**src/rtl/core/cdq_pkg.sv**
```systemverilog
// Shared types, operation codes and constants for the circular double-ended queue.
`default_nettype none
package cdq_pkg;

	localparam int DATA_W            = 32;
	localparam int OP_W              = 3;
	localparam int CAP_W             = 11;
	localparam int CAP_RESET         = 1024;
	localparam int MAX_DEPTH_DEFAULT = 1024;
	localparam int TUSER_OUT_W       = 3;

	localparam logic [OP_W-1:0] OP_PUSH_FRONT = 3'd0;
	localparam logic [OP_W-1:0] OP_PUSH_BACK  = 3'd1;
	localparam logic [OP_W-1:0] OP_POP_FRONT  = 3'd2;
	localparam logic [OP_W-1:0] OP_POP_BACK   = 3'd3;
	localparam logic [OP_W-1:0] OP_PEEK_FRONT = 3'd4;
	localparam logic [OP_W-1:0] OP_PEEK_BACK  = 3'd5;

	// controller to datapath commands
	typedef struct packed {
		logic latch;  // capture the accepted operation
		logic exec;   // update pointers, access the store
		logic load;   // fill the result register
	} cmd_t;

endpackage
`default_nettype wire

```
**src/rtl/core/cdq_ctrl.sv**
```systemverilog
// Controller state machine: sequences accept, execute and result load.
`default_nettype none
module cdq_ctrl (
	input  wire                clk,
	input  wire                arst_n,
	input  wire                in_valid,
	output logic               in_ready,
	output logic               out_valid,
	input  wire                out_ready,
	output cdq_pkg::cmd_t      cmd
);

	localparam logic [1:0] ST_IDLE = 2'd0;
	localparam logic [1:0] ST_EXEC = 2'd1;
	localparam logic [1:0] ST_DONE = 2'd2;

	logic [1:0] state_q;
	logic [1:0] state_d;
	logic       out_valid_q;

	// accept only when the result register is free or drains this cycle
	assign in_ready  = (state_q == ST_IDLE) && (!out_valid_q || out_ready);
	assign out_valid = out_valid_q;

	assign cmd.latch = in_valid && in_ready;
	assign cmd.exec  = (state_q == ST_EXEC);
	assign cmd.load  = (state_q == ST_DONE);

	always_comb begin
		state_d = state_q;
		case (state_q)
			ST_IDLE: begin
				if (cmd.latch) state_d = ST_EXEC;
			end
			ST_EXEC: state_d = ST_DONE;
			ST_DONE: state_d = ST_IDLE;
			default: state_d = ST_IDLE;
		endcase
	end

	always_ff @(posedge clk or negedge arst_n) begin
		if (!arst_n) begin
			state_q     <= ST_IDLE;
			out_valid_q <= 1'b0;
		end else begin
			state_q <= state_d;
			if (cmd.load) begin
				out_valid_q <= 1'b1;
			end else if (out_ready) begin
				out_valid_q <= 1'b0;
			end
		end
	end

endmodule
`default_nettype wire

```
**config.mk**
```make
export PLATFORM = sky130hd
export DESIGN_NAME = cdq_ctrl
export DESIGN_NICKNAME = d
export VERILOG_FILES = /design/src/rtl/core/cdq_pkg.sv /design/src/rtl/core/cdq_ctrl.sv
export SDC_FILE = /design/constraint.sdc
export NUM_CORES = 1
export LEC_CHECK = 0
export BUFFER_PORTS_ARGS = -buffer_cell sky130_fd_sc_hd__clkbuf_2
export CAP_MARGIN = 20
export CORE_AREA = 2 2 39 41
export DETAILED_ROUTE_END_ITERATION = 6
export DIE_AREA = 0 0 41 43
export PLACE_DENSITY = 0.3
export SYNTH_ARGS = -nofsm -noshare
export SYNTH_HDL_FRONTEND = slang
export SYNTH_SLANG_ARGS = --single-unit
export TNS_END_PERCENT = 20
```
**constraint.sdc**
```tcl
create_clock -name clk -period 1.5 [get_ports clk]
set_clock_uncertainty 0.2 [all_clocks]
set_input_delay 0.075 -clock clk [delete_from_list [all_inputs] [get_ports clk]]
set_output_delay 0.075 -clock clk [all_outputs]
set_load 0.01 [all_outputs]
```
==> results of run 1 <==
-- repair_timing --
item                                   4_1_cts  5_1_grt
gates resized for setup                      1        2
hold buffers                                 4        0
endpoints found under the hold margin        4        0
setup endpoints to repair                    1        1
-- kinds of logic (layout without fill, tap and decap cells) --
group / Yosys count / after routing / share of synthesized area (%)
flip-flops: 3 / 3 / 51.3
AND/OR/NAND/NOR: 8 / 8 / 43.6
buffers and inverters: 1 / 15 / 5.13
-- state kept, by name, indices dropped and copies added, names as in the netlist --
signal / count
state_q: 2
out_valid: 1
-- Yosys cell counts --
master	count
sky130_fd_sc_hd__nor2b_2	1
sky130_fd_sc_hd__nor2b_4	1
sky130_fd_sc_hd__buf_4	1
sky130_fd_sc_hd__or2_1	1
sky130_fd_sc_hd__dfrtp_1	3
sky130_fd_sc_hd__nor3_1	1
sky130_fd_sc_hd__nor2b_1	2
sky130_fd_sc_hd__nor4b_1	2
-- critical path, stage by stage (launching register included) --
cell	delay, ns
sky130_fd_sc_hd__dfrtp_1	0.44
sky130_fd_sc_hd__nor4b_4	0.30
sky130_fd_sc_hd__buf_2	0.17
-- path summary, 6_finish.rpt --
kind | end | cells after the start | startpoint | slack, ns
min | state_q[1] | 1 | state_q[1] | 0.37
max reg2reg | out_valid | 2 | state_q[1] | 0.35
max in group asynchronous | state_q[0] | 3 | arst_n | 0.44
min reg2reg | state_q[1] | 1 | state_q[1] | 0.37
min in group asynchronous | out_valid | 3 | arst_n | 0.51
max | cmd[2] | 2 | state_q[0] | 0.08
-- metal layers --
layer | wire (microns) | GRT usage [%] | vias up
met5 | 0 | 0 | -
li1 | - | - | 69
met2 | 125 | 6.25 | 8
met1 | 148 | 5.18 | 63
met4 | 19 | 6.00 | 0
met3 | 38 | 6.28 | 2
-- final cells by class --
class / count / area [sq um]
Timing Repair Buffer: 11 / 75.1
Sequential cell: 3 / 75.1
Clock buffer: 4 / 26.3
Tap cell: 16 / 20.0
Fill cell: 164 / 1110
Multi-Input combinational cell: 8 / 78.8
-- report_power, final --
group	internal (mW)	switching [mW]
registers	0.111	0.0404
logic	0.102	0.0771
clock network	0.0997	0.0428
-- stage by stage --
stage / util [%] / cell area (sq um) / worst slack (ns) / instances / total power [mW]
finish: 19.9 / 275 / 0.0848 / 42 / 0.473
detailed placement: 14.4 / 199 / 0.226 / 35 / 0.306
CTS: 19.6 / 272 / 0.0390 / 43 / 0.472
floorplan: - / 146 / 0.252 / 12 / 0.247
global route: 19.9 / 275 / 0.0193 / 42 / 0.514
global placement: 14.4 / 199 / 0.292 / 35 / 0.306
==> results.txt, run 1 <==
----------------------------------------------------
[Status]
  Status ... completed

[Floorplanning]
  Area of the core region ... around 1400 sq um
  Floorplan die width ... ~41 microns
  Die height ... between 40 and 50 microns
  Floorplan row count ... 14
  I/O Pins ... 9
  Starting density of the core ... about a tenth
  Floorplan die area ... 1760 sq um

[Final layout]
  Number of nets in the layout ... 31
  Ant. Diodes ... 0
  Area delta synth->final ... 88.0%
  Commonest non-fill, non-tap cell in the layout ... sky130_fd_sc_hd__clkbuf_2
  Ratio of cells with drive above 1 in the final layout ... around half
  Commonest non-fill, non-tap cells in the layout ... 6 x sky130_fd_sc_hd__clkbuf_2, 4 x sky130_fd_sc_hd__dlygate4sd3_1, 3 x sky130_fd_sc_hd__clkbuf_4, 3 x sky130_fd_sc_hd__dfrtp_1, 2 x sky130_fd_sc_hd__nor2b_1

[Route]
  First DRT Iteration DRCs ... 0
  Via density ... between 3 and 4
  Total number of vias ... approximately 140
  Final wirelength ... between 300 and 400 microns
  Post-route antenna net violation count ... 0
  First drt pass iteration count ... 1
  DRC violation count after routing ... 0
  Routed wirelength normalized by instance count ... around 7.9 microns

[Logic synthesis]
  Top cell type by total area after synthesis ... sky130_fd_sc_hd__dfrtp_1
  Number of synthesized register bits ... 3
  Mean area per synthesized cell ... between 10 and 15 sq um
  Fraction of post-synthesis cell area in the top cell type by area ... between 50% and 60%
  Cell area after synthesis ... 146 sq um
  Number of warning messages in the yosys log ... 0
  Proportion of synthesized chip area in sequential cells ... about half
  Count of mapped cells out of synthesis ... 12
  Synthesized net count ... 16
  Count of distinct cell types in the synthesized netlist ... 8
  Dominant cells by area after synthesis ... sky130_fd_sc_hd__dfrtp_1 51%, sky130_fd_sc_hd__nor4b_1 12%, sky130_fd_sc_hd__nor2b_4 9.4%, sky130_fd_sc_hd__nor2b_1 8.5%, sky130_fd_sc_hd__nor2b_2 6.0%

[CTS]
  CTS clk-pin slew, worst paths ... 0.04 ns
  Cell chosen for the clock root ... sky130_fd_sc_hd__clkbuf_4
  TritonCTS clock tree ... done
  Clock latency on the worst-skew pair ... between 0.2 and 0.25 ns
  Number of sinks on the clock net ... 3
  Buffer levels on the longest clock path ... 2
  Post-CTS setup repair buffer count ... 0
  TritonCTS Buffers ... 3
  H-Tree Depth ... 1

[Global route]
  GR Overflow Total ... 0
  Global-route wire length before repair ... around 550 microns
  Number of global-route vias before repair ... approximately 150
  Overall Global Routing Usage ... about 5.7%
  Maximum number of pins on one net before global-route repair ... 7
  Number of antenna violations at the first check in global routing ... 0

[STA]
  Min Tclk post-route ... roughly 1.4 ns
  Worst hold margin ... 0.368 ns
  Final Hold Viols ... 0
  Fmax ... between 0.7 and 0.8 GHz
  Tightest Pin Transition ... ~0.22 ns
  Slew Viols, Final ... 0
  Final setup viols ... 0
  Post-route fraction of the period consumed by the critical path ... ~94%
  Setup TNS ... 0 ns
  Worst-case headroom to the max-slew limit ... 85.2%
  Setup repair after global routing missed its margin ... no

[Job]
  Max-capacitance violation count ... 0

[Pwr]
  Largest voltage drop on the vdd net ... approximately 0.44 mV
  Leakage ... 0.131 nW
  P per Cell Area ... between 1500 and 2000 nW/um^2

[Setup path]
  Critical path launch point type ... flop
  Endpoint arrival time on the critical path ... about 1.1 ns
  Critical path endpoint category ... output pin
  Category of the critical setup timing path ... flop to output pin
  Required arrival time at the worst endpoint ... between 1 and 1.5 ns
  Critical path fanouts, max ... 6

[Placement]
  GPL Wtd Cong ... 0.599
  Quantity of I/O buffers inserted on ports ... 8

[Hold path]
  Path class of the lowest-slack min-delay path ... flop to flop

----------------------------------------------------
Note: power is estimated with default switching activity, not from simulation.
==> run 2: changes to the inputs <==
- GPL_TIMING_DRIVEN: unset -> 0
- HOLD_SLACK_MARGIN: unset -> 0.12
==> results.txt, run 2 (synthesized netlist as in run 1, its figures left out) <==
----------------------------------------------------
[STA]
  Setup TNS ... 0 ns
  Final setup viols ... 0
  Setup repair after global routing missed its margin ... no
  Setup WS post-layout ... a little over 0.1 ns
  Fmax ... about 0.72 GHz
  Post-route fraction of the period consumed by the critical path ... approximately 93%
  Tightest Pin Transition ... 0.267 ns
  Final Hold Viols ... 0
  Worst-case headroom to the max-slew limit ... approximately four fifths
  Min Tclk post-route ... 1.40 ns
  Slew Viols, Final ... 0

[Route]
  First drt pass iteration count ... 1
  DRC violation count after routing ... 0
  Total number of vias ... 150
  Post-route antenna net violation count ... 0
  Via density ... roughly 3.5
  Final wirelength ... 352 microns
  First DRT Iteration DRCs ... 0
  Routed wirelength normalized by instance count ... ~8.2 microns

[Placement]
  Pre-CTS setup slack ... about 0.24 ns
  Quantity of I/O buffers inserted on ports ... 8
  Placed instance count ... 36
  GPL Wtd Cong ... 0.636
  Detailed Place HPWL ... 244 microns
  Total placed instance area ... around 210 sq um

[CTS]
  Post-CTS setup repair buffer count ... 0
  H-Tree Depth ... 1
  TritonCTS Buffers ... 3
  Cell chosen for the clock root ... sky130_fd_sc_hd__clkbuf_4
  Clock latency on the worst-skew pair ... 0.23 ns
  Number of sinks on the clock net ... 3
  Buffer levels on the longest clock path ... 2
  CTS clk-pin slew, worst paths ... 0.03 ns
  TritonCTS clock tree ... done

[Floorplanning]
  Floorplan die width ... 41 microns
  Floorplan die area ... between 1500 and 2000 sq um
  Area of the core region ... between 1000 and 1500 sq um
  I/O Pins ... 9
  Starting density of the core ... between 10% and 20%
  Die height ... 43 microns
  Floorplan row count ... 14

[Global route]
  Overall Global Routing Usage ... between 6 and 7%
  Number of antenna violations at the first check in global routing ... 0
  Number of global-route vias before repair ... about 160
  Maximum number of pins on one net before global-route repair ... 7
  Global-route wire length before repair ... 641 microns
  GR Overflow Total ... 0

[Setup path]
  Series of cell instances along the critical path ... nor4b_4 > buf_2
  CP bufs+invs ... 1
  Critical path launch point type ... flop
  Worst path top cell family by delay ... flip-flops
  Required arrival time at the worst endpoint ... 1.22 ns
  Critical path fanouts, max ... 6
  Endpoint arrival time on the critical path ... approximately 1.1 ns
  CP max stage delay ... 0.44 ns
  Category of the critical setup timing path ... flop to output pin
  Critical path endpoint category ... output pin
  Cell type of the slowest stage on the worst timing path ... sky130_fd_sc_hd__dfrtp_2

[Pwr]
  Internal ... ~330 uW
  Clock share of power ... 28.9%
  Sequential fraction of design power ... a little under a third
  P per Cell Area ... 1720 nW/um^2
  Switching share of power ... approximately a third
  Relative contribution of combinational cells to total power ... 39.4%
  Largest voltage drop on the vdd net ... ~0.40 mV
  Leakage ... between 0.1 and 0.15 nW
  Power spent charging and discharging nets ... 164 uW

[Final layout]
  Register with the most flip-flops ... state_q
  Number of nets in the layout ... 32
  Design area ... between 200 and 300 sq um
  Number of flip-flops under the largest register name ... 2
  Final cell count without fillers ... 43
  Area delta synth->final ... 94.0%
  Commonest non-fill, non-tap cell in the layout ... sky130_fd_sc_hd__clkbuf_2
  Ant. Diodes ... 0
  Final core utilization ... approximately a fifth
  Ratio of cells with drive above 1 in the final layout ... 55.6%
  Commonest non-fill, non-tap cells in the layout ... 6 x sky130_fd_sc_hd__clkbuf_2, 4 x sky130_fd_sc_hd__dlygate4sd3_1, 3 x sky130_fd_sc_hd__clkbuf_4

[Status]
  Status ... completed

[Job]
  Max-capacitance violation count ... 0

[Hold path]
  Path class of the lowest-slack min-delay path ... flop to flop

----------------------------------------------------
## run 2: changes by cell type in the layout (fill, tap and decap cells not counted)
cell,delta
sky130_fd_sc_hd__dfrtp_2,+1
sky130_fd_sc_hd__buf_4,+1
sky130_fd_sc_hd__dfrtp_1,-1
## run 2: area by class of cell
cell class | count | area (sq um)
fillers | 163 | 1100
flip-flops and latches | 3 | 76.3
multi-input cells | 8 | 78.8
well taps | 16 | 20.0
plain buffers | 1 | 7.51
clock buffers | 4 | 26.3
repair buffers | 11 | 75.1
## run 2: worst paths after layout
path / end / cells after the start / slack [ns] / startpoint
min in group asynchronous: out_valid / 3 / 0.51 / arst_n
hold reg to reg: state_q[0] / 1 / 0.34 / state_q[0]
setup / recovery: cmd[2] / 2 / 0.10 / state_q[0]
setup reg to reg: out_valid / 2 / 0.35 / state_q[1]
hold / removal: state_q[0] / 1 / 0.34 / state_q[0]
max in group asynchronous: state_q[0] / 3 / 0.43 / arst_n
## run 2: repair_timing
item / 4_1_cts / 5_1_grt
cloned: 0 / 0
pin swaps: 0 / 0
endpoints found under the setup margin: 1 / 1
hold buffers: 4 / 0
resized for setup: 1 / 3
hold endpoints to repair: 5 / 0
## run 2: through the flow
stage	hold slack [ns]	power [mW]
3_5_place_dp	-0.326	0.318
5_1_grt	0.376	0.541
4_1_cts	0.337	0.486
6_report	0.342	0.489
2_1_floorplan	-0.421	0.247
3_3_place_gp	-0.326	0.318
## run 2: power by group through the flow
| stage | clock [mW] | sequential (mW) | combinational [mW] |
|---|---|---|---|
| floorplan | 0 | 0.145 | 0.102 |
| global placement | 0 | 0.145 | 0.174 |
| detailed placement | 0 | 0.145 | 0.173 |
| CTS | 0.152 | 0.147 | 0.187 |
| global route | 0.162 | 0.163 | 0.216 |
| finish | 0.141 | 0.155 | 0.193 |
## run 2: routing by layer
layer	track usage (%)	vias to the layer above	wire [microns]
met1	6.15	68	134
met2	7.19	10	165
li1	-	70	-
met5	0	-	0
met4	8.00	0	12
met3	6.28	2	39
